### config.mk
export PLATFORM = sky130hd
export DESIGN_NAME = gc3s_filter
export DESIGN_NICKNAME = d
export VERILOG_FILES = /design/src/sv/gc3s_pkg.sv /design/src/sv/gc3s_filter.sv
export SDC_FILE = /design/constraint.sdc
export NUM_CORES = 2
export LEC_CHECK = 0
export BUFFER_PORTS_ARGS = -buffer_cell sky130_fd_sc_hd__buf_2
export CORE_MARGIN = 3
export CORE_UTILIZATION = 40
export CTS_CLUSTER_SIZE = 30
export DETAILED_ROUTE_END_ITERATION = 8
export PLACE_DENSITY_LB_ADDON = 0.08
export SLEW_MARGIN = 20
export SYNTH_ARGS = -nofsm -noshare
export SYNTH_HDL_FRONTEND = slang
export SYNTH_SLANG_ARGS = --single-unit
### constraint.sdc
create_clock -name clk -period 10.6 [get_ports clk]
set_clock_uncertainty 0.15 [all_clocks]
set_input_delay 0.53 -clock clk [delete_from_list [all_inputs] [get_ports clk]]
set_output_delay 0.53 -clock clk [all_outputs]
set_load 0.1 [all_outputs]
### src/sv/gc3s_pkg.sv
// gc3s_pkg.sv: constants, codes and shared types for the 3x3 grayscale convolution stream.
// No dependencies; imported by every module of the block.
package gc3s_pkg;

  localparam int MAX_WIDTH  = 1024;
  localparam int KERNEL_DIM = 3;
  localparam int TAPS       = KERNEL_DIM * KERNEL_DIM;
  localparam int CENTER     = TAPS / 2;

  localparam int ADDR_W     = $clog2(MAX_WIDTH);
  localparam int WEFF_W     = ADDR_W + 1;
  localparam int WIDTH_W    = 11;
  localparam int HEIGHT_W   = 12;
  localparam int POS_W      = ADDR_W + HEIGHT_W;

  localparam int PIX_W      = 8;
  localparam int COEF_W     = 16;
  localparam int COEF_ROW_W = KERNEL_DIM * COEF_W;
  localparam int PROD_W     = PIX_W + 1 + COEF_W;
  localparam int PART_W     = PROD_W + 2;
  localparam int SUM_W      = PROD_W + 4;
  localparam int FRAC_W     = 8;
  localparam int Q_W        = SUM_W - 1 - FRAC_W;

  localparam int CFG_IDX_W  = 3;
  localparam int CFG_DATA_W = COEF_ROW_W;

  localparam int FIFO_DEPTH = 16;
  localparam int FIFO_AW    = $clog2(FIFO_DEPTH);
  localparam int FIFO_CNT_W = FIFO_AW + 1;
  // edges from request acceptance to the result sitting in the output queue
  localparam int PIPE_DEPTH = 8;

  localparam logic [CFG_IDX_W-1:0] REG_IMAGE_WIDTH  = 3'd0;
  localparam logic [CFG_IDX_W-1:0] REG_IMAGE_HEIGHT = 3'd1;
  localparam logic [CFG_IDX_W-1:0] REG_ABS_MODE     = 3'd2;
  localparam logic [CFG_IDX_W-1:0] REG_COEF_TOP     = 3'd3;
  localparam logic [CFG_IDX_W-1:0] REG_COEF_MID     = 3'd4;
  localparam logic [CFG_IDX_W-1:0] REG_COEF_BOTTOM  = 3'd5;

  localparam logic FUNC_PIXEL = 1'b0;

  typedef logic [PIX_W-1:0]  pix_t;
  typedef pix_t [TAPS-1:0]   window_t;
  typedef logic [COEF_W-1:0] coef_t;
  typedef coef_t [TAPS-1:0]  kernel_t;

  // one request as seen by the line memory
  typedef struct packed {
    logic              valid;
    logic              is_pix;
    logic              emit;
    logic              interior;
    logic              lastrow;
    logic              last;
    logic [ADDR_W-1:0] addr;
    pix_t              pix;
  } lb_req_t;

  // per-result control travelling alongside the arithmetic
  typedef struct packed {
    logic valid;
    logic interior;
    logic last;
    pix_t border;
  } flt_meta_t;

endpackage

### src/sv/gc3s_filter.sv
// gc3s_filter.sv: pipelined 3x3 multiply-accumulate, magnitude, round-half-even and clamp.
// Five register stages; border pixels ride along unchanged. Uses gc3s_pkg.
module gc3s_filter
  import gc3s_pkg::*;
(
  input  logic      clk,
  input  logic      rst,
  input  window_t   win,
  input  flt_meta_t meta_in,
  input  kernel_t   kern,
  input  logic      abs_mode,
  output logic      res_valid,
  output pix_t      res_pixel,
  output logic      res_last
);

  typedef logic signed [PROD_W-1:0] prod_t;
  typedef logic signed [PART_W-1:0] part_t;
  typedef logic signed [SUM_W-1:0]  sum_t;

  localparam logic [FRAC_W-1:0] HALF    = FRAC_W'(1) << (FRAC_W - 1);
  localparam logic [Q_W:0]      PIX_MAX = (Q_W+1)'((1 << PIX_W) - 1);

  prod_t     prod [TAPS];
  part_t     part [KERNEL_DIM];
  sum_t      sum;
  sum_t      mag;
  logic      mag_pos;
  logic      sum_pos;
  flt_meta_t m1;
  flt_meta_t m2;
  flt_meta_t m3;
  flt_meta_t m4;

  logic [Q_W-1:0]    q;
  logic [FRAC_W-1:0] frac;
  logic              inc;
  logic [Q_W:0]      qr;
  pix_t              filt;

  always_comb begin
    if (abs_mode) begin
      sum_pos = (sum != '0);
    end else begin
      sum_pos = !sum[SUM_W-1] && (sum != '0);
    end
  end

  assign q    = mag[SUM_W-2:FRAC_W];
  assign frac = mag[FRAC_W-1:0];
  assign inc  = (frac > HALF) || ((frac == HALF) && q[0]);
  assign qr   = (Q_W+1)'(q) + (Q_W+1)'(inc);
  assign filt = (qr > PIX_MAX) ? pix_t'(PIX_MAX) : qr[PIX_W-1:0];

  always_ff @(posedge clk) begin
    if (rst) begin
      m1        <= '0;
      m2        <= '0;
      m3        <= '0;
      m4        <= '0;
      res_valid <= 1'b0;
    end else begin
      m1        <= meta_in;
      m2        <= m1;
      m3        <= m2;
      m4        <= m3;
      res_valid <= m4.valid;
    end
  end

  always_ff @(posedge clk) begin
    // true convolution: the kernel is applied flipped
    for (int i = 0; i < TAPS; i++) begin
      prod[i] <= $signed({1'b0, win[i]}) * $signed(kern[TAPS-1-i]);
    end
    for (int r = 0; r < KERNEL_DIM; r++) begin
      part[r] <= PART_W'(prod[r*KERNEL_DIM]) + PART_W'(prod[r*KERNEL_DIM+1])
               + PART_W'(prod[r*KERNEL_DIM+2]);
    end
    sum     <= SUM_W'(part[0]) + SUM_W'(part[1]) + SUM_W'(part[2]);
    mag     <= (abs_mode && sum[SUM_W-1]) ? -sum : sum;
    mag_pos <= sum_pos;
    if (!m4.interior) begin
      res_pixel <= m4.border;
    end else if (!mag_pos) begin
      res_pixel <= '0;
    end else begin
      res_pixel <= filt;
    end
    res_last <= m4.last;
  end

endmodule

---- After elaboration in Yosys (flattened, before gate mapping) ----
Memories as Yosys holds them, arrays and structs flattened.
Cells that the tools add are included.
word-level totals
  memories ................................ 2
  output and inout port bits .............. 10
  memory bits (writable) .................. 306
  bits in registers ....................... 112
cells by class
  add/subtract/negate cells ............... 10
  magnitude comparators ................... 2
  reductions and logical operators ........ 6
  multiplexer cells ....................... 5
  equal/unequal tests ..................... 1
  multipliers ............................. 9
memory list
  name  words  width  read ports  clocked after Yosys merged registers in  write ports  line               text
  prod  9      25     9           0                                        9            gc3s_filter.sv:24  prod_t prod [TAPS];
  part  3      27     3           0                                        3            gc3s_filter.sv:25  part_t part [KERNEL_DIM];
operators by type and width
  kind                                                            number
  multiplier 9 x 16 -> 25 bit                                     9
  adder 26 x 25 -> 27 bit                                         3
  adder 25 x 25 -> 26 bit                                         3
  adder 28 x 27 -> 29 bit                                         1
  nonzero test 29 bit                                             1
  adder 27 x 27 -> 28 bit                                         1
  2-to-1 mux 28 bit                                               1
  negation 28 bit                                                 1
  2-to-1 mux 8 bit                                                3
  adder 20 x 1 -> 21 bit                                          1
  greater-than comparator 21 x 8 -> 1 bit, second input constant  1
  == test 8 bit, second input constant                            1
  greater-than comparator 8 bit, second input constant            1
  logical AND 1 bit                                               3
  logical NOT 1 bit                                               1
  logical OR 1 bit                                                1
  2-to-1 mux 1 bit                                                1

---- Logic depth before layout (Yosys ltp) ----
  word-level depth ........................ 8
  gate-level depth with buffers ........... 21
  gate-level depth less buffers ........... 20

---- Worst setup path before layout ----
No wires, ideal clock.
  kind .................................... in2reg
  start ................................... input port win[16] (netlist bit)
  end ..................................... memory prod[0][74] (netlist bit)
  required time ........................... 10.332 ns
  library setup time ...................... 0.118 ns
  arrival time ............................ 5.049 ns
  cell stages on the path ................. 16
  path slack .............................. 5.283 ns
  cells stage by stage .................... clkbuf_1 > nand2_1 > fa_1 > inv_1 > fa_1 > fa_1 > fa_1 > ha_1 > a21o_1 > a211o_1 > o21ai_1 > a21oi_1 > or4_1 > a31o_2 > o41a_1 > xnor2_1
RTL lines
  item             line               text
  start, declared  gc3s_filter.sv:8   input window_t win,
  end, declared    gc3s_filter.sv:24

==> key figures <==
Pwr
  – Switching share of power: 48.9%
  – Leak: 32.2 nW
  – Net Sw Power: 10.5 mW
  – Sequential power share: around 15%
  – Worst ir drop on vdd: 203 µV
  – Cell Pwr Density: 346 mW/mm²
  – Int Power: 11.0 mW
  – Logic gate share of total power: 76.4%
  – Clock power share: 8.6%

STA
  – Count of final setup violators: 0
  – Final setup TNS: 0 ps
  – Max-slew violations: 0
  – Fin crit share: 48.0%
  – Fin. Hold Viols: 0
  – Final min period: 5090 ps
  – Final worst slack: ~5500 ps
  – Fmax: 196 MHz
  – Rel. slew slack: around 47%
  – Slew @ Worst Pin: 789 ps
  – RSZ-0062 raised after global routing: no

Floorplan
  – IO Pins: 240
  – DIE AREA: 0.148 mm²
  – Initial core utilization: 40.4%
  – Num rows: 138
  – Core Region: around 0.14 mm²
  – Die Span X: 384 µm
  – Chip height: slightly below 400 µm

Drt
  – DRT Wirelength: 135000 µm
  – Via Count: 39511
  – Vias per inst: approximately 4.7
  – Initial DRC Count: approximately 1600
  – Post-DRT Antenna Nets: 0
  – DR DRC count: 0
  – Wire length per cell: 16.2 µm
  – Initial DRT Pass Iterations: 5

Worst setup path
  – Slowest stage cell, crit path: fa_1
  – Cells along the critical path: buf_2, nand2_1, fa_1, inv_1, fa_1, fa_1, inv_1, fa_1, inv_1, ha_1, a21oi_1, nor4b_1, o211ai_1, o211ai_1, o21ai_0, a211o_1, a31oi_1, o21ai_0, xor2_1
  – CP Capture Type: register
  – CP most frequent cell: fa_1
  – Data required, critical path: approximately 11000 ps
  – Worst Path Buf+Inv: 4
  – CP arrival: 5410 ps
  – Slowest stage delay, CP: 550 ps
  – Kind of critical path: in2reg
  – Critical Path Source Type: primary input
  – Top Family by Delay on Critical Path: adder cells
  – Worst Path Max Fanout: 16
  – R2r setup slk: 6550 ps

Logic synthesis
  – Synth top area share: 35.8%
  – Main combinational cell family by area after synthesis: adder cells
  – Synth cell count leaders: inv_1 (1404), fa_1 (1024), nand2_1 (651)
  – Synth cell types: 76
  – FFs w/ async S/R, synth: 0%
  – Synth area leader: fa_1
  – Post-synthesis simple-gate area fraction: 15.3%
  – Seq/Total Area, Yosys: between 10% and 20%
  – Yosys Warn Count: 0
  – Post-synthesis mux area share: 0.192%
  – Synth Register Bits: between 400 and 500
  – Post-Synth XOR/XNOR Area: between 4 and 5%
  – Post-synthesis adder-cell area fraction: a little under half
  – Post-synth top flop: dfxtp_1
  – Syn Area/Cell: 9.25 µm²
  – Post-synth EDFFs: 0
  – Cells after Synth: 6191
  – Synthesized cell area: 0.0573 mm²
  – Top post-synthesis cells by area: fa_1 (36%), dfxtp_1 (15%), ha_1 (12%)
  – Syn Nets: approximately 8000
  – Count leader, synth: inv_1
  – Compound-cell area share of the yosys netlist: 7.30%

Cells and area
  – Final #Nets: 8204
  – Layout cells sized above 1: 5.61%
  – Fillers: 14159
  – Area taken by multi-input logic gates: 0.0433 mm²
  – Sequential Area: 0.00837 mm²
  – Area added between synthesis and finish: 8.92%

Place
  – Gp weighted congestion: ~0.81
  – Post-place setup slack: 4850 ps
  – Port Buffer Count: between 200 and 250
  – Detailed placer's ending HPWL: approximately 110000 µm

Clock network
  – H-tree depth: 2
  – Num Clock Sinks: 418
  – Post-CTS Resized: 0
  – CTS clock-pin slew for the worst setup and hold paths: 60 ps
  – Clk_lat worst skew: 600 ps
  – Maximum clock path buffer count: 3
  – Number of setup buffers added after CTS: 0
  – # hold bufs at CTS: 9
  – Clock root buffer: clkbuf_16
  – CTS tree: yes
  – CTS buffer count: 50

Run status
  – Outcome: complete, no violations

Global routing
  – Total global-route track usage: 19.0%
  – Grt ovf: 0
  – Initial antenna violation count: 8
  – Number of global-route vias before repair: 42176
  – First-pass GRT wire length: 226000 µm
  – Largest net degree at the start of global routing: 46

Min path
  – HP Class: in2reg

Flow run
  – Max_cap viols: 0
## cells by family (layout without fill, tap and decap cells)
logic type | after synthesis | after routing
AOI/OAI and AO/OA | 646 | 646
xor gates and xnor gates | 320 | 320
adders and majority gates | 1578 | 1578
buffers and inverters | 1500 | 1745
DFF | 418 | 418
muxes | 10 | 10
other | 0 | 4
and+or+nand+nor | 1719 | 1719
## cell type report
| cell class | instances | area share, % |
|---|---|---|
| tap | 1890 | 3.79 |
| inverter | 1404 | 8.45 |
| clock buffer | 62 | 2.21 |
| timing repair buffer | 249 | 2.07 |
| clock inverter | 30 | 0.682 |
| sequential | 418 | 13.4 |
| multi-input combinational | 4273 | 69.4 |
| antenna | 4 | 0.0160 |
## final timing paths
| check | endpoint | cells past startpoint | start |
|---|---|---|---|
| worst min register to register | res_last | 0 | m4[8] |
| worst max register to register | part[0][79] | 13 | prod[0][151] |
| worst max-delay path | prod[0][173] | 19 | win[48] |
| worst min-delay path | m1[4] | 2 | meta_in[4] |
## layout by cell type (no fill, tap or decap), drive strengths merged, types with 12 or more instances in the layout
cell / instances
a211o: 15
a211oi: 27
a21boi: 13
a21o: 98
a21oi: 204
a31oi: 23
and2: 636
and3: 28
buf: 240
clkbuf: 62
dfxtp: 418
fa: 1024
ha: 554
inv: 1409
nand2: 651
nand2b: 37
nand3: 41
nand4: 14
nor2: 132
nor2b: 79
nor3: 42
o211ai: 15
o21a: 37
o21ai: 106
o21bai: 23
o31ai: 12
or3: 21
xnor2: 232
xor2: 88
## flip-flops by register name, indices dropped and copies added, names as in the netlist
name and count:
mag 28, res_pixel 8, mag_pos 1, m1 11, m4 11, m2 11, res_last 1, res_valid 1
prod 225, part 81, m3 11, sum 29
## per-layer routing
layer	GRT usage, %	part of all wire (%)	up-vias
met1	26.5	48	19693
met4	3.14	1.4	6
met3	1.73	2.8	104
met5	0	0.033	-
met2	32.6	48	478
li1	-	-	19230
## power groups by stage
stage          Combinational (mW)  Sequential, mW  Clock (mW)
6_report                     16.5            3.23        1.87
4_1_cts                      16.8            3.26        1.93
5_1_grt                      18.9            3.32        1.99
3_5_place_dp                 16.6            3.28           0
2_1_floorplan                12.7            2.96           0
3_3_place_gp                 16.6            3.29           0
## through the flow
stage	power, mW	area (µm²)	hold slack [ps]	cells	utilization [%]
floorplan	15.6	57300	160	6191	-
global placement	19.9	60500	162	8225	42.6
global route	24.3	62400	30.6	8327	44.0
CTS	22.0	62400	9.29	8326	44.0
detailed placement	19.9	60500	167	8225	42.6
finish	21.6	62400	65.0	8330	44.0
Power figures use the tool's default switching activity.
