==> config.mk <==
export PLATFORM = sky130hd
export DESIGN_NAME = gc3s_div
export DESIGN_NICKNAME = d
export VERILOG_FILES = /design/src/sv/gc3s_pkg.sv /design/src/sv/gc3s_div.sv
export SDC_FILE = /design/constraint.sdc
export NUM_CORES = 1
export LEC_CHECK = 0
export ABC_AREA = 0
export BUFFER_PORTS_ARGS = -buffer_cell sky130_fd_sc_hd__buf_2
export CAP_MARGIN = 20
export CORE_MARGIN = 4
export CORE_UTILIZATION = 49
export DETAILED_ROUTE_END_ITERATION = 6
export GPL_TIMING_DRIVEN = 0
export PLACE_DENSITY = 0.73
export SETUP_SLACK_MARGIN = 0.3
export SKIP_CTS_REPAIR_TIMING = 1
export SYNTH_ARGS = -nofsm -noshare
export SYNTH_HDL_FRONTEND = slang
export SYNTH_SLANG_ARGS = --single-unit
==> constraint.sdc <==
create_clock -name clk -period 3.9 [get_ports clk]
set_input_delay 0.195 -clock clk [delete_from_list [all_inputs] [get_ports clk]]
set_output_delay 0.195 -clock clk [all_outputs]
set_load 0.1 [all_outputs]
==> src/sv/gc3s_pkg.sv <==
// gc3s_pkg.sv: constants, codes and shared types for the 3x3 grayscale convolution stream.
// No dependencies; imported by every module of the block.
package gc3s_pkg;

  localparam int MAX_WIDTH  = 1024;
  localparam int KERNEL_DIM = 3;
  localparam int TAPS       = KERNEL_DIM * KERNEL_DIM;
  localparam int CENTER     = TAPS / 2;

  localparam int ADDR_W     = $clog2(MAX_WIDTH);
  localparam int WEFF_W     = ADDR_W + 1;
  localparam int WIDTH_W    = 11;
  localparam int HEIGHT_W   = 12;
  localparam int POS_W      = ADDR_W + HEIGHT_W;

  localparam int PIX_W      = 8;
  localparam int COEF_W     = 16;
  localparam int COEF_ROW_W = KERNEL_DIM * COEF_W;
  localparam int PROD_W     = PIX_W + 1 + COEF_W;
  localparam int PART_W     = PROD_W + 2;
  localparam int SUM_W      = PROD_W + 4;
  localparam int FRAC_W     = 8;
  localparam int Q_W        = SUM_W - 1 - FRAC_W;

  localparam int CFG_IDX_W  = 3;
  localparam int CFG_DATA_W = COEF_ROW_W;

  localparam int FIFO_DEPTH = 16;
  localparam int FIFO_AW    = $clog2(FIFO_DEPTH);
  localparam int FIFO_CNT_W = FIFO_AW + 1;
  // edges from request acceptance to the result sitting in the output queue
  localparam int PIPE_DEPTH = 8;

  localparam logic [CFG_IDX_W-1:0] REG_IMAGE_WIDTH  = 3'd0;
  localparam logic [CFG_IDX_W-1:0] REG_IMAGE_HEIGHT = 3'd1;
  localparam logic [CFG_IDX_W-1:0] REG_ABS_MODE     = 3'd2;
  localparam logic [CFG_IDX_W-1:0] REG_COEF_TOP     = 3'd3;
  localparam logic [CFG_IDX_W-1:0] REG_COEF_MID     = 3'd4;
  localparam logic [CFG_IDX_W-1:0] REG_COEF_BOTTOM  = 3'd5;

  localparam logic FUNC_PIXEL = 1'b0;

  typedef logic [PIX_W-1:0]  pix_t;
  typedef pix_t [TAPS-1:0]   window_t;
  typedef logic [COEF_W-1:0] coef_t;
  typedef coef_t [TAPS-1:0]  kernel_t;

  // one request as seen by the line memory
  typedef struct packed {
    logic              valid;
    logic              is_pix;
    logic              emit;
    logic              interior;
    logic              lastrow;
    logic              last;
    logic [ADDR_W-1:0] addr;
    pix_t              pix;
  } lb_req_t;

  // per-result control travelling alongside the arithmetic
  typedef struct packed {
    logic valid;
    logic interior;
    logic last;
    pix_t border;
  } flt_meta_t;

endpackage

==> src/sv/gc3s_div.sv <==
// gc3s_div.sv: bit-serial restoring divider, two dividends over one divisor.
// Recovers column and row positions after a geometry change. Uses gc3s_pkg.
module gc3s_div
  import gc3s_pkg::*;
(
  input  logic              clk,
  input  logic              rst,
  input  logic              start,
  input  logic [POS_W-1:0]  dividend_a,
  input  logic [POS_W-1:0]  dividend_b,
  input  logic [WEFF_W-1:0] divisor,
  output logic              busy,
  output logic              done,
  output logic [WEFF_W-1:0] rem_a,
  output logic [POS_W-1:0]  quo_b,
  output logic [WEFF_W-1:0] rem_b
);

  localparam int CNT_W = $clog2(POS_W + 1);

  logic [POS_W-1:0]  a_sh;
  logic [POS_W-1:0]  b_sh;
  logic [WEFF_W-1:0] dv;
  logic [WEFF_W-1:0] ra;
  logic [WEFF_W-1:0] rb;
  logic [CNT_W-1:0]  cnt;
  logic [WEFF_W:0]   sa;
  logic [WEFF_W:0]   sb;
  logic              ga;
  logic              gb;

  assign sa = {ra, a_sh[POS_W-1]};
  assign sb = {rb, b_sh[POS_W-1]};
  assign ga = sa >= {1'b0, dv};
  assign gb = sb >= {1'b0, dv};

  always_ff @(posedge clk) begin
    if (rst) begin
      busy <= 1'b0;
      done <= 1'b0;
      cnt  <= '0;
    end else begin
      done <= 1'b0;
      if (start) begin
        busy <= 1'b1;
        cnt  <= CNT_W'(POS_W);
      end else if (busy) begin
        cnt <= cnt - 1'b1;
        if (cnt == CNT_W'(1)) begin
          busy <= 1'b0;
          done <= 1'b1;
        end
      end
    end
  end

  always_ff @(posedge clk) begin
    if (start) begin
      a_sh <= dividend_a;
      b_sh <= dividend_b;
      dv   <= divisor;
      ra   <= '0;
      rb   <= '0;
    end else if (busy) begin
      ra   <= ga ? WEFF_W'(sa - {1'b0, dv}) : WEFF_W'(sa);
      rb   <= gb ? WEFF_W'(sb - {1'b0, dv}) : WEFF_W'(sb);
      a_sh <= {a_sh[POS_W-2:0], 1'b0};
      // quotient bits shift in behind the dividend
      b_sh <= {b_sh[POS_W-2:0], gb};
    end
  end

  assign rem_a = ra;
  assign quo_b = b_sh;
  assign rem_b = rb;

  a_rem_below_divisor: assert property (@(posedge clk) disable iff (rst)
    done |-> (ra < dv) && (rb < dv))
    else $error("divider remainder not below divisor");

endmodule

== Yosys cells after proc, flatten, opt, wreduce, memory -nomap -nowiden ==
Index checks and enable logic that the tools add are counted.

* Flip-flop bits (word level): 84
* Latch bits: 0
* Memory bits (writable): 0
* ROM bits: 0
* Bits of input ports: 58
* Output and inout bits: 46
* Word-level logic and storage cells: 31
* Memories kept: 0

* Add/sub/neg operators: 3
* $mul: 0
* Divide/modulo/power cells: 0
* $lt $le $gt $ge: 2
* Eq/ne operators: 1
* Shift operators: 0
* Muxes and demuxes: 12
* Bitwise gates (word level): 1
* Reductions and logical operators: 3

{| class="wikitable"
|+ Operator list
! cell !! number
|-
| 22-bit two-way mux || 4
|-
| 12-bit by 11-bit greater-or-equal comparator with 1-bit output || 2
|-
| 11-bit two-way mux || 2
|-
| 11-bit subtractor || 2
|-
| 5-bit two-way mux || 2
|-
| 5-bit by 1-bit == test with 1-bit output (second input constant) || 1
|-
| 5-bit by 1-bit subtractor with 5-bit output (second input constant) || 1
|-
| 1-bit two-way mux || 4
|-
| 3-bit OR reduction || 1
|-
| 2-bit nonzero test || 1
|-
| 2-bit OR reduction || 1
|-
| 1-bit NOT || 1
|}

== Logic depth before layout (Yosys ltp) ==
* Word-level depth: 4
* Gate-level depth with buffers: 10

== Worst setup path after synthesis ==
No wires, ideal clock.

* Kind: reg2reg
* Start: reg b_sh[21] (netlist: quo_b[21])
* End: reg rb[5] (netlist: rem_b[5])
* Arrival time: 2834 ps
* Data required time: 3784 ps
* Path slack: 950 ps
* Stages on the path, launching flop included: 10
* Path buffers: 0
* Clock period less this slack: 2950 ps
* Cell sequence: edfxtp_1 -> inv_1 -> ha_1 -> fa_1 -> nor2b_1 -> o31a_1 -> o21a_1 -> o21ai_4 -> or2_2 -> o211a_1

* Cells in the longest elaborated chain, start to end: 2
* Elaborated cells between the ends (all ways): 3

{| class="wikitable"
|+ Ends and longest elaborated chain
! what !! RTL line !! RTL
|-
| start, declared || gc3s_div.sv:22 || <nowiki>logic [POS_W-1:0] b_sh;</nowiki>
|-
| start signal, assigned || gc3s_div.sv:60 || <nowiki>b_sh <= dividend_b;</nowiki>
|-
| start signal, assigned || gc3s_div.sv:69 || <nowiki>b_sh <= {b_sh[POS_W-2:0], gb};</nowiki>
|-
| 11-bit subtractor / 12-bit by 11-bit greater-or-equal comparator with 1-bit output (equally long branches) || gc3s_div.sv:66, gc3s_div.sv:35 ||
|-
| 11-bit two-way mux (*) || gc3s_div.sv:66 || <nowiki>rb <= gb ? WEFF_W'(sb - {1'b0, dv}) : WEFF_W'(sb);</nowiki>
|-
| end signal, assigned || gc3s_div.sv:66 ||
|-
| end, declared || gc3s_div.sv:25 || <nowiki>logic [WEFF_W-1:0] rb;</nowiki>
|}

Mark *: on every way between the ends. The rest lies on a longest branch, timed or not.
A chain may end at the register's enable or synchronous reset.

== Worst setup path in the final report ==
* Start: reg dv[9]
* End: reg b_sh[0] (netlist: quo_b[0]), data pin

* Cells in the longest elaborated chain, start to end: 3

{| class="wikitable"
|+ Ends and longest elaborated chain
! what !! RTL line !! RTL
|-
| start, declared || gc3s_div.sv:23 || <nowiki>logic [WEFF_W-1:0] dv;</nowiki>
|-
| start signal, assigned || gc3s_div.sv:61 || <nowiki>dv <= divisor;</nowiki>
|-
| 12-bit by 11-bit greater-or-equal comparator with 1-bit output || gc3s_div.sv:35 || <nowiki>assign gb = sb >= {1'b0, dv};</nowiki>
|-
| 22-bit two-way mux || gc3s_div.sv:64 || <nowiki>end else if (busy) begin</nowiki>
|-
| 22-bit two-way mux || gc3s_div.sv:58 || <nowiki>if (start) begin</nowiki>
|}

Every way passes these cells. The select of a mux whose other input is x is not followed.

==> metrics.csv <==
stage;metric;value;unit
synthesis;post-synth top area share;36.1;%
floorplan;Die ar.;11000;sq um
timing;Max-slew headroom;38.1;%
synthesis;Synth Area in Compound Gates;13.0;%
timing;Clock Skew;0.0139;ns
power;pwr/cell area;454;nW/um^2
floorplan;core outline area;9150;sq um
status;status;complete, no violations;
cells_and_area;Layout fillers;799;
timing;RSZ-0062 raised after global routing;false;
placed_design;dpl hpwl;8090;microns
worst_setup_path;crit end category;register;
global_routing;number of global-route vias before repair;3553;
detailed_routing;Final Routed Wirelength;10900;microns
timing;Setup Viol. Count Final;0;
detailed_routing;Antenna Violating Nets Remaining;0;
power;Max VDD drop;0.000254;V
cells_and_area;multi-input logic area;2180;sq um
synthesis;cells after synthesis;404;
detailed_routing;detailed-route via count;3628;
synthesis;Synth Area in XOR/XNOR;2.87;%
synthesis;number of flops mapped to enable cells by yosys;55;
synthesis;syn avg cell area;11.3;sq um
cells_and_area;Final #Nets;607;
placed_design;Placer Congestion;0.824;
cells_and_area;non-filler cells, final;639;
timing;final cycle utilization of the critical path;68.4;%
worst_setup_path;WS Path Type;register to register;
synthesis;Synth Register Bits;84;
floorplan;Chip Width;105;microns
clocking;Clk Latency, worst-skew pair;0.36;ns
synthesis;Adder-Cell Fraction of Synth Area;7.44;%
timing;fin. max-slew vios;0;
synthesis;Synth area leader;edfxtp_1;
global_routing;largest net degree at the start of global routing;46;
synthesis;Mapped Area;4580;sq um
hold_path;Hold Crit Class;input pin to register;
timing;Max Fclk;0.375;GHz
detailed_routing;drt drc;0;
synthesis;Synth Area in Simple Gates;11.6;%
synthesis;largest family of logic cells by synthesized area;compound AO/OA/AOI/OAI gates;
worst_setup_path;Critical Path RT;3.99;ns
global_routing;initial antenna violation count;0;
synthesis;mux cell area share after synthesis;12.8;%
worst_setup_path;crit-path cells;inv_1 > ha_1 > a2111oi_1 > o21ai_0 > o21ai_4 > buf_2 > o21ai_0;
synthesis;dominant cells by area after synthesis;edfxtp_1, dfxtp_1, mux2_2, ha_1, nor2_1;
global_routing;Total GRT Usage;19.9;%
synthesis;Yosys cell types;59;
worst_setup_path;CP Launch Type;register;
global_routing;grt total ovfl;0;
clocking;Max Buffers Root-to-Sink;2;
floorplan;io pins;104;
floorplan;Starting Density;50.0;%
cells_and_area;share of cells above drive strength 1;33.9;%
detailed_routing;Routed WL per cell;17.0;microns
worst_setup_path;Crit path top cell by count;o21ai_0;
detailed_routing;Pre-antenna DRT Iters;4;
cells_and_area;FF/Latch Area;2230;sq um
placed_design;input/output buffers;103;
job;Maximum Capacitance Violations;0;
clocking;CTS sink cnt;84;
global_routing;first-pass GRT wire length;17600;microns
clocking;# H-tree levels;3;
synthesis;Synth Net Count;488;
floorplan;Rows;35;
detailed_routing;DRT iter0 DRCs;218;
timing;Final min period;2.67;ns
clocking;CTS tree;yes;
synthesis;Main synth FF type;edfxtp_1;
clocking;clock transition at the registers of the reported paths;0.10;ns
synthesis;count leader, synth;edfxtp_1;
synthesis;synth warn;0;
clocking;CTS buffer count;9;
worst_setup_path;CP max stage cell;a2111oi_1;
worst_setup_path;CP max stage delay;0.57;ns
synthesis;async set-reset flop share out of synthesis;0;%
timing;final hold vios;0;
detailed_routing;routed vias/inst;5.68;
floorplan;Die H;105;microns
timing;Fin Setup TNS;0;ns
worst_setup_path;crit path DAT;2.76;ns
timing;Worst-Margin Slew;0.927;ns
worst_setup_path;CP max FO;10;
placed_design;post-placement cell count;618;
synthesis;Seq/Total Area, Yosys;48.8;%
clocking;CTS Root Cell;clkbuf_8;
cells_and_area;# diodes;0;
synthesis;top cells by count, synth;edfxtp_1, mux2_2, nor2_1;
power;leakage;2.31;nW
cells_and_area;area grow syn2layout;19.3;%
state kept, by name (all words and copies together), names as in the netlist:
| signal | flops |
|---|---|
| busy | 1 |
| done | 1 |
| rem_a | 11 |
| quo_b | 22 |
| rem_b | 11 |
| cnt | 5 |
| dv | 11 |
| a_sh | 22 |
area by class of cell:
cell class | count | area share (%)
flip-flops and latches | 84 | 40.9
multi-input cells | 282 | 40.0
repair buffers | 108 | 10.4
well taps | 111 | 2.54
clock buffers | 9 | 2.27
inverters | 24 | 1.65
plain buffers | 14 | 1.28
clock inverters | 7 | 1.03
metal layers:
metal,share of wire [%],up-vias,track usage [%]
met4,1.6,0,6.19
met1,42,1750,25.3
li1,-,1754,-
met5,0,-,0
met2,49,109,33.8
met3,7.1,15,4.69
where the power goes:
part / switching (mW) / total, mW / internal [mW]
clock: 0.339 / 0.579 / 0.240
sequential: 0.0481 / 1.09 / 1.04
combinational: 0.569 / 0.809 / 0.239
worst paths after layout:
| kind | depth (start not counted) | startpoint | slack, ns | end |
|---|---|---|---|---|
| worst max-delay path | 7 | dv[9] | 1.23 | quo_b[0] |
| worst min-delay path | 1 | divisor[5] | 0.02 | dv[5] |
| worst max register to register | 7 | dv[9] | 1.23 | quo_b[0] |
| worst min register to register | 2 | rem_b[2] | 0.51 | rem_b[2] |
logic make-up after synthesis:
family | Yosys count
buffers and inverters | 38
multiplexers | 53
AO/OA/AOI/OAI | 84
adder cells (fa/ha/maj) | 26
XOR/XNOR | 15
AND/OR/NAND/NOR | 104
flip-flops | 84
critical path: cells and delay by family (launching register included):
| kind | cells | cell delay, ns |
|---|---|---|
| AO/OA/AOI/OAI | 4 | 1.30 |
| buffers and inverters | 2 | 0.42 |
| flip-flops | 1 | 0.39 |
| adder cells (fa/ha/maj) | 1 | 0.29 |
placed cells by master, fill, tap and decap left out, types with 3 or more instances in the layout:
cell,Yosys,layout
buf_2,2,105
edfxtp_1,55,55
mux2_2,42,42
nor2_1,30,30
dfxtp_1,29,29
nand2_1,24,24
ha_1,24,24
inv_1,23,22
a21oi_1,20,20
o21ai_0,17,17
mux2i_1,10,10
nor3_1,9,9
xnor2_1,9,9
clkbuf_8,0,9
nand3_1,8,8
o21a_1,7,7
xor2_1,6,6
buf_1,5,5
clkbuf_1,5,5
or3_1,5,5
a211oi_1,5,5
nor4_1,5,5
dlygate4sd3_1,0,5
nor2b_1,4,4
o31ai_1,4,4
o311ai_0,4,4
inv_6,0,4
nand4_1,3,3
o211a_1,3,3
a311oi_1,3,3
a32oi_1,3,3
stage by stage:
stage | area (sq um) | power, mW | setup slack, ns | hold slack [ns] | utilization, %
2_1_floorplan | 4580 | 1.75 | 0.950 | 0.264 | -
3_3_place_gp | 5230 | 1.89 | 0.958 | 0.371 | 57.2
3_5_place_dp | 5230 | 1.91 | 1.22 | 0.373 | 57.2
4_1_cts | 5410 | 2.49 | 1.22 | -0.00992 | 59.1
5_1_grt | 5460 | 2.60 | 1.07 | 0.00541 | 59.7
6_report | 5460 | 2.48 | 1.23 | 0.0216 | 59.7
Note: power is estimated with default switching activity, not from simulation.
