## src/sv/gc3s_pkg.sv

```systemverilog
// gc3s_pkg.sv: constants, codes and shared types for the 3x3 grayscale convolution stream.
// No dependencies; imported by every module of the block.
package gc3s_pkg;

  localparam int MAX_WIDTH  = 1024;
  localparam int KERNEL_DIM = 3;
  localparam int TAPS       = KERNEL_DIM * KERNEL_DIM;
  localparam int CENTER     = TAPS / 2;

  localparam int ADDR_W     = $clog2(MAX_WIDTH);
  localparam int WEFF_W     = ADDR_W + 1;
  localparam int WIDTH_W    = 11;
  localparam int HEIGHT_W   = 12;
  localparam int POS_W      = ADDR_W + HEIGHT_W;

  localparam int PIX_W      = 8;
  localparam int COEF_W     = 16;
  localparam int COEF_ROW_W = KERNEL_DIM * COEF_W;
  localparam int PROD_W     = PIX_W + 1 + COEF_W;
  localparam int PART_W     = PROD_W + 2;
  localparam int SUM_W      = PROD_W + 4;
  localparam int FRAC_W     = 8;
  localparam int Q_W        = SUM_W - 1 - FRAC_W;

  localparam int CFG_IDX_W  = 3;
  localparam int CFG_DATA_W = COEF_ROW_W;

  localparam int FIFO_DEPTH = 16;
  localparam int FIFO_AW    = $clog2(FIFO_DEPTH);
  localparam int FIFO_CNT_W = FIFO_AW + 1;
  // edges from request acceptance to the result sitting in the output queue
  localparam int PIPE_DEPTH = 8;

  localparam logic [CFG_IDX_W-1:0] REG_IMAGE_WIDTH  = 3'd0;
  localparam logic [CFG_IDX_W-1:0] REG_IMAGE_HEIGHT = 3'd1;
  localparam logic [CFG_IDX_W-1:0] REG_ABS_MODE     = 3'd2;
  localparam logic [CFG_IDX_W-1:0] REG_COEF_TOP     = 3'd3;
  localparam logic [CFG_IDX_W-1:0] REG_COEF_MID     = 3'd4;
  localparam logic [CFG_IDX_W-1:0] REG_COEF_BOTTOM  = 3'd5;

  localparam logic FUNC_PIXEL = 1'b0;

  typedef logic [PIX_W-1:0]  pix_t;
  typedef pix_t [TAPS-1:0]   window_t;
  typedef logic [COEF_W-1:0] coef_t;
  typedef coef_t [TAPS-1:0]  kernel_t;

  // one request as seen by the line memory
  typedef struct packed {
    logic              valid;
    logic              is_pix;
    logic              emit;
    logic              interior;
    logic              lastrow;
    logic              last;
    logic [ADDR_W-1:0] addr;
    pix_t              pix;
  } lb_req_t;

  // per-result control travelling alongside the arithmetic
  typedef struct packed {
    logic valid;
    logic interior;
    logic last;
    pix_t border;
  } flt_meta_t;

endpackage

```

## src/sv/gc3s_out_fifo.sv

```systemverilog
// gc3s_out_fifo.sv: result queue between the pipeline and the output channel.
// Occupancy goes back to the top level for request admission. Uses gc3s_pkg.
module gc3s_out_fifo
  import gc3s_pkg::*;
(
  input  logic                  clk,
  input  logic                  rst,
  input  logic                  push,
  input  pix_t                  push_pixel,
  input  logic                  push_last,
  output logic                  out_valid,
  input  logic                  out_stall,
  output pix_t                  pixel_out,
  output logic                  last,
  output logic [FIFO_CNT_W-1:0] count
);

  typedef struct packed {
    logic last;
    pix_t pixel;
  } fifo_ent_t;

  fifo_ent_t          store [FIFO_DEPTH];
  logic [FIFO_AW-1:0] wr_ptr;
  logic [FIFO_AW-1:0] rd_ptr;
  logic               pop;

  assign out_valid = (count != '0);
  assign pop       = out_valid && !out_stall;
  assign pixel_out = store[rd_ptr].pixel;
  assign last      = store[rd_ptr].last;

  always_ff @(posedge clk) begin
    if (push) begin
      store[wr_ptr] <= {push_last, push_pixel};
    end
  end

  always_ff @(posedge clk) begin
    if (rst) begin
      wr_ptr <= '0;
      rd_ptr <= '0;
      count  <= '0;
    end else begin
      if (push) begin
        wr_ptr <= wr_ptr + 1'b1;
      end
      if (pop) begin
        rd_ptr <= rd_ptr + 1'b1;
      end
      if (push && !pop) begin
        count <= count + 1'b1;
      end else if (!push && pop) begin
        count <= count - 1'b1;
      end
    end
  end

  a_no_overflow: assert property (@(posedge clk) disable iff (rst)
    (push && !pop) |-> (count != FIFO_CNT_W'(FIFO_DEPTH)))
    else $error("output queue overflow");

endmodule

```

## config.mk

```make
export PLATFORM = sky130hd
export DESIGN_NAME = gc3s_out_fifo
export DESIGN_NICKNAME = d
export VERILOG_FILES = /design/src/sv/gc3s_pkg.sv /design/src/sv/gc3s_out_fifo.sv
export SDC_FILE = /design/constraint.sdc
export NUM_CORES = 1
export LEC_CHECK = 0
export BUFFER_PORTS_ARGS = -buffer_cell sky130_fd_sc_hd__buf_2
export CORE_ASPECT_RATIO = 1.1
export CORE_MARGIN = 2
export CORE_UTILIZATION = 60
export CTS_CLUSTER_DIAMETER = 60
export DETAILED_ROUTE_END_ITERATION = 7
export PLACE_DENSITY = 0.87
export SLEW_MARGIN = 30
export SYNTH_ARGS = -nofsm -noshare
export SYNTH_HDL_FRONTEND = slang
export SYNTH_SLANG_ARGS = --single-unit
```

## constraint.sdc

```tcl
create_clock -name clk -period 3.1 [get_ports clk]
set_input_delay 0.155 -clock clk [delete_from_list [all_inputs] [get_ports clk]]
set_output_delay 0.155 -clock clk [all_outputs]
set_load 0.01 [all_outputs]
```

## Word level (Yosys, flattened, before mapping)

Memories as Yosys holds them, arrays and structs flattened. A register that Yosys moved wholly into a read port is not among the register bits.
Cells that the tools add are included.
Widths: inputs -> output; s select.

| word-level totals | value |
|---|---|
| flip-flop bits (word level) | 13 |
| bits of input ports | 13 |
| output and inout bits | 15 |
| word-level logic and storage cells | 22 |
| memories kept | 1 |
| bits in writable memories | 144 |

Memory list:

| name | words | width | rd ports | clocked after Yosys merged registers in | wr ports | line | RTL |
|---|---|---|---|---|---|---|---|
| store | 16 | 9 | 1 | 1 | 1 | gc3s_out_fifo.sv:23 | `fifo_ent_t store [FIFO_DEPTH];` |

| operators by class | value |
|---|---|
| mux-type cells | 6 |
| add/sub/neg operators | 4 |
| reduce and logical (&&, ||, !) cells | 8 |

Operators by type and width:

| cell | number |
|---|---|
| $mux 5 | 2 |
| $add 4x1->4 const B | 2 |
| $mux 4 | 2 |
| $add 5x1->5 const B | 1 |
| $reduce_bool 5->1 | 1 |
| $sub 5x1->5 const B | 1 |
| $logic_and 1x1->1 | 3 |
| $logic_not 1->1 | 3 |
| $mux 1 | 2 |
| $reduce_bool 2->1 | 1 |

## Depth between registers and ports, before layout

Gate-level depths: netlist of run 1.

| logic depth | value |
|---|---|
| word-level depth | 5 |
| gate-level depth with buffers | 10 |
| gate-level depth less buffers | 10 |

## Worst setup path after synthesis of run 1

Ideal clock, no wire load.

| path | value |
|---|---|
| path type | register to register |
| start point | register count[0] |
| end point | register count[4] |
| data arrival time | 2429 ps |
| stages on the path, launching flop included | 11 |
| required time | 2979 ps |
| setup slack | 551 ps |
| setup time | 121 ps |
| period minus slack after synthesis | 2549 ps |
| path buffers | 0 |
| cells stage by stage | dfxtp_1 > nor4_1 > a21oi_1 > inv_1 > ha_1 > inv_1 > fa_1 > nand3_1 > a211oi_1 > a31oi_1 > mux2_2 |

| between the ends | value |
|---|---|
| word-level cells in the longest chain between the ends | 5 |
| elaborated cells on any way between the ends | 10 |
| those cells by class | add/sub (2); mux (2); reduce/logical (6) |

RTL lines:

| element | line | RTL |
|---|---|---|
| start, declared | gc3s_out_fifo.sv:15 | `output logic [FIFO_CNT_W-1:0] count` |
| start signal, assigned | gc3s_out_fifo.sv:52 | `count <= count + 1'b1;` |
| start signal, assigned | gc3s_out_fifo.sv:54 | `count <= count - 1'b1;` |
| branches (longest 5 deep; another with $sub 5x1->5) | - |  |

Several ways; the timed one is not identified. The select of a mux whose other input is x is not followed.
A chain may end at the register's enable or synchronous reset.

## Worst setup path in the final report of run 1

Ends and elaborated chain as after synthesis.

==> qor.yml, run 1 <==
max_freq_ghz: 0.3591
finalWirelength_um: 12240
fin_tns_setup_ps: 0
cts_buffers: 17
cts_sinks: 161
finalHoldViolCount: 0
cts_max_level: 4
track_usage_pct: 23.23
cp-start-kind: "flip-flop"
die_h_um: 112.4
syn_area_mm2: 0.006415
grt_pass1_wl_um: 18730
p_seq_share_pct: 45.5
dpl_cell_area_mm2: 0.006646
stdcell_area_mm2: 0.007206
die_x_um: 102.6
cp.arrival_ps: 3090
drt_iter0_markers: 368
finalSetupViolCount: 0
hp-class: "in -> reg"
dp_hpwl_um: 7203
vias_per_cell: 6.197
required_ps: 3400
cts_tree: "yes"
diodes: 0
final_max_slew_viol_count: 0
ys_seq_area_share_pct: 72.71
powerDensity_mw_per_mm2: 771.1
p_int_mw: 4.163
antenna_found_initial: 0
cp_max_fo: 5
gp_congestion: 0.7632
vias: 3210
path_cells: "nor4_1 > a21oi_1 > inv_1 > ha_1 > inv_1 > fa_1 > nand3_1 > a211oi_1 > a31oi_1 > mux2_2"
ctsHoldBuffers: 0
fp-row-count: 39
ant_nets: 0
synth.area.top_cells: "edfxtp_1 (67%), mux4_2 (7.7%), mux4_1 (5.7%)"
status: "complete, no violations"
power_switching_mw: 1.393
clk_pin_slew_ps: 60
max-cap-violations: 0
clock_skew_ps: 5.145
gr-max-usage-layer: "met2"
clockBufferDepth: 2
relSlewSlack_pct: 41.19
cp-end-kind: "flip-flop"
syn_nets: 351
crit_type: "reg -> reg"
worstMarginPinSlew_ps: 878.9
port_buffers: 27
switching_share_pct: 25.07
synth.top_cell.area_share_pct: 67.41
crit_path_frequent_cell: "inv_1"
rrSetupSlack_ps: 320
p_comb_share_pct: 19.7
avgSynthCellArea_um2: 19.56
rsz0062_at_grt: "no"
ir_drop_mv: 0.5467
met1_usage_pct: 30.57
initial_utilization_pct: 61.72
synth_warnings: 0
drt-pass1-iter-count: 5
p_clk_share_pct: 34.8
yosys.area.top_type: "edfxtp_1"
period_share_pct: 89.83
cpPeakStageDelay_ps: 600
ys_ff_latch: 161
root_buffer: "clkbuf_16"
grtUsageMet3_pct: 6.164
clock_latency_ps: 410
syn_inst: 328
grt_pass1_vias: 3230
syn2layout_area_growth_pct: 12.33
drcViolationCount: 0
period_needed_ps: 2785
grtUsageMet2_pct: 36.43
slowest_stage: "nor4_1"
p_leak_nw: 2.452
dieArea_mm2: 0.01154
gr-total-overflow: 0
core_area_mm2: 0.01039
grt_start_max_net_pins: 37
ys_types: 36
nNetsFinal: 385
ctsResizeCount: 0
io_pins: 28
wl_per_cell_um: 23.63
final_layout_size_suffix_gt1_share_pct: 22.13
cts_setup_buffers: 0
[cell usage in the layout (no fill, tap or decap)]
cell type and count:
ha_1 9, mux2i_1 3, and2b_1 1, nand3_1 2, a22oi_1 18, a21o_1 1
nor3b_1 1, and2_1 17, nand4_1 1, nor2_1 18, clkbuf_1 3, mux4_1 14
xor2_1 3, mux4_2 22, nand2_1 13, clkbuf_16 19, dfxtp_2 1, a21oi_1 4
nor2b_1 2, a31oi_1 1, inv_4 4, nor4_1 2, clkbuf_8 2, xnor2_1 5
fa_1 1, clkinv_2 4, and3b_1 1, buf_2 27, and3_1 1, inv_1 6
nor4bb_1 1, or3_1 1, dfxtp_1 16, mux2_2 1, buf_4 2, a211oi_1 3
buf_12 1, edfxtp_1 144
[power by group through the flow]
stage | registers [mW] | clock network, mW | logic (mW)
after floorplan | 2.53 | 0 | 0.879
after global placement | 2.57 | 0 | 1.06
after detailed placement | 2.58 | 0 | 1.09
after CTS | 2.53 | 1.95 | 1.10
after global routing | 2.54 | 2.04 | 1.19
final | 2.53 | 1.93 | 1.10
[layer usage]
layer | part of all wire [%] | wire length (µm)
met4 | 2.2 | 264
met1 | 39 | 4715
met2 | 52 | 6349
met5 | 0 | 0
met3 | 7.4 | 910
[Yosys cell counts, drive strengths merged]
cell type,number
ha,9
a21o,1
and2,17
and3,1
a21oi,4
mux2,1
clkbuf,5
a22oi,18
nor3b,1
inv,6
and2b,1
nand2,13
a211oi,3
a31oi,1
or3,1
mux4,36
xor2,3
xnor2,5
nand3,2
nand4,1
mux2i,3
and3b,1
nor4,2
buf,9
nor2,18
nor2b,2
nor4bb,1
fa,1
edfxtp,144
dfxtp,17
clkdlybuf4s25,1
[stage by stage]
step / setup slack, ps / power (mW) / std cells / hold slack, ps / utilization [%]
3_5_place_dp: 292.9 / 3.663 / 486 / 515.7 / 63.95
2_1_floorplan: 550.5 / 3.411 / 328 / 253.9 / -
5_1_grt: 101.0 / 5.770 / 518 / 116.6 / 69.33
4_1_cts: 285.8 / 5.581 / 518 / 85.68 / 69.33
3_3_place_gp: 398.3 / 3.629 / 486 / 510.2 / 63.95
6_report: 315.3 / 5.556 / 518 / 95.51 / 69.33
[logic make-up (layout without fill, tap and decap cells)]
logic type	Yosys count	count (layout)	synth area share [%]
XOR/XNOR	8	8	1.092
flip-flops	161	161	72.71
multiplexers	40	40	14.10
buffers and inverters	21	68	2.204
adder cells (fa/ha/maj)	10	10	2.068
AO/OA/AOI/OAI	27	27	2.984
AND/OR/NAND/NOR	61	61	4.837
[final timing paths]
check,to,cells past startpoint,from
max reg2reg,count[4],10,count[0]
max,count[4],10,count[0]
min reg2reg,rd_ptr[3],2,rd_ptr[3]
min,wr_ptr[3],2,rst
[worst max-delay path: cells and delay by family, from the launching register on]
kind / cells / cell delay (ps)
multiplexers: 1 / 350
AND/OR/NAND/NOR: 2 / 720
flip-flops: 1 / 360
adder cells (fa/ha/maj): 2 / 560
buffers and inverters: 2 / 190
AO/OA/AOI/OAI: 3 / 470
[sequential cells by signal, indices dropped and copies added, names as in the netlist, named ones only]
| signal | flops |
|---|---|
| store | 144 |
| count | 5 |
| rd_ptr | 4 |
| wr_ptr | 4 |
[layout make-up]
class	instances	area (µm²)
multi-input cells	146	1609
repair buffers	30	170.2
flip-flops and latches	161	4666
inverters	6	22.52
clock buffers	24	514.2
fillers	632	3188
clock inverters	8	45.04
well taps	143	178.9
Power figures use the tool's default switching activity.
==> run 2, diff against run 1 <==
--- a/config.mk
+++ b/config.mk
@@ -6,12 +6,15 @@
 export NUM_CORES = 1
 export LEC_CHECK = 0
 export BUFFER_PORTS_ARGS = -buffer_cell sky130_fd_sc_hd__buf_2
+export CELL_PAD_IN_SITES_DETAIL_PLACEMENT = 0
+export CELL_PAD_IN_SITES_GLOBAL_PLACEMENT = 1
 export CORE_ASPECT_RATIO = 1.1
 export CORE_MARGIN = 2
-export CORE_UTILIZATION = 60
+export CORE_UTILIZATION = 50
 export CTS_CLUSTER_DIAMETER = 60
 export DETAILED_ROUTE_END_ITERATION = 7
-export PLACE_DENSITY = 0.87
+export MAX_ROUTING_LAYER = met4
+export PLACE_DENSITY = 0.84
 export SLEW_MARGIN = 30
 export SYNTH_ARGS = -nofsm -noshare
 export SYNTH_HDL_FRONTEND = slang
==> run 2 against run 1 <==
Effect of this change: fmax shrank 1.2%; utilization fell by 12 points; largest power group unchanged; critical path depth stayed put; first-iteration DRC count decreased by 14%; worst hold slack improved by 11 ps; critical path type unchanged; non-clock buffer count stayed put; via count fell by 4.3%; critical endpoint unchanged.
==> qor.yml, run 2 (synthesis results as in run 1) <==
period_needed_ps: 2819
clock_latency_ps: 410
reg_top3: "store x144, count x5"
fp-row-count: 43
finalWirelength_um: 11610
mostFrequentLayoutCells: "edfxtp_1 (144), buf_2 (27), mux4_2 (22)"
relSlewSlack_pct: 44.25
hold_path_depth: 2
multi_input_area_mm2: 0.001609
largest_reg_flops: 144
grt_start_max_net_pins: 37
finalSetupViolCount: 0
p_clk_share_pct: 36.1
fin_tns_setup_ps: 0
powerDensity_mw_per_mm2: 776.6
dp_hpwl_um: 7255
p_int_mw: 4.238
period_share_pct: 90.92
final_layout_size_suffix_gt1_share_pct: 21.60
grt_pass1_vias: 3247
crit_type: "reg -> reg"
final_max_slew_viol_count: 0
p_seq_share_pct: 45.1
worstMarginPinSlew_ps: 834.5
power_mw: 5.614
rsz0062_at_grt: "no"
rr_startpoint: "count[0]"
clockBufferDepth: 2
startpoint: "count[0]"
cts_max_level: 4
drt-pass1-iter-count: 4
dieArea_mm2: 0.01375
gp_congestion: 0.7602
required_ps: 3400
finalHoldViolCount: 0
cts_sinks: 161
cp_max_fo: 5
track_usage_pct: 18.46
power_switching_mw: 1.375
seq_area_mm2: 0.004666
grt_pass1_wl_um: 18030
drt_iter0_markers: 318
p_leak_nw: 2.438
layout_commonest_cell: "edfxtp_1"
nFillCells: 934
cp-end-kind: "flip-flop"
clock_skew_ps: 15.44
cts_buffers: 17
ir_drop_mv: 0.4420
ctsHoldBuffers: 0
nNetsFinal: 385
hp-start: "rst"
core_area_mm2: 0.01259
clk_pin_slew_ps: 60
gr-total-overflow: 0
status: "complete, no violations"
io_pins: 28
die_h_um: 122.8
ff2ff_path_depth: 10
root_buffer: "clkbuf_16"
initial_utilization_pct: 50.95
diodes: 0
vias: 3073
max_freq_ghz: 0.3548
die_x_um: 112.0
syn2layout_area_growth_pct: 12.68
switching_share_pct: 24.50
ctsResizeCount: 0
cts_setup_buffers: 0
wl_per_cell_um: 21.83
port_buffers: 27
cp-start-kind: "flip-flop"
p_comb_share_pct: 18.8
max-cap-violations: 0
drcViolationCount: 0
vias_per_cell: 5.776
cts_tree: "yes"
hp-class: "in -> reg"
top_register: "store"
antenna_found_initial: 0
cp.arrival_ps: 3120
ant_nets: 0
==> run 2: cell types whose count changed in the layout (fill, tap and decap cells not counted) <==
cell and change:
buf_4 +1, inv_4 -4, bufinv_16 +3, clkinv_1 +3, clkbuf_16 -2, clkbuf_1 -1
buf_12 -1, clkbuf_8 -2, clkinvlp_4 +3
==> run 2: through the flow <==
| step | cell area (µm²) | setup slack (ps) | std cells | util (%) | hold slack (ps) |
|---|---|---|---|---|---|
| finish | 7228 | 281.4 | 532 | 57.41 | 106.4 |
| global route | 7228 | 180.5 | 532 | 57.41 | 118.1 |
| CTS | 7228 | 325.1 | 532 | 57.41 | 102.1 |
| detailed placement | 6651 | 351.0 | 500 | 52.83 | 513.7 |
| global placement | 6651 | 375.4 | 500 | 52.83 | 513.9 |
| floorplan | 6415 | 550.5 | 328 | - | 253.9 |
==> run 2: final timing paths <==
check / slack, ps / end
max: 280 / count[4]
min: 110 / wr_ptr[0]
min reg2reg: 520 / rd_ptr[3]
max reg2reg: 280 / count[4]
==> run 2: power groups by stage <==
stage | clock, mW | combinational (mW) | sequential (mW)
2_1_floorplan | 0 | 0.879 | 2.53
6_report | 2.02 | 1.06 | 2.53
4_1_cts | 2.05 | 1.08 | 2.53
3_3_place_gp | 0 | 1.05 | 2.57
5_1_grt | 2.13 | 1.16 | 2.55
3_5_place_dp | 0 | 1.07 | 2.58
==> run 2: worst max-delay path: stages (launching register included) <==
cell	delay (ps)
dfxtp_1	370
nor4_1	580
a21oi_1	250
inv_1	100
ha_1	160
inv_1	110
fa_1	420
nand3_1	120
a211oi_1	80
a31oi_1	180
mux2_2	340
==> run 2: per-layer routing <==
metal,routed length (µm),GRT usage (%),vias up
met2,6064,28.98,110
met1,4809,23.56,1565
met5,0,-,-
met3,649,5.136,7
met4,91,6.555,0
li1,-,-,1391
==> run 2: layout make-up <==
cell class,count,share of cell area (%)
flip-flops and latches,161,64.55
multi-input cells,146,22.26
clock buffers,19,5.989
well taps,157,2.718
repair buffers,30,2.181
clock inverters,13,1.991
inverters,6,0.3116
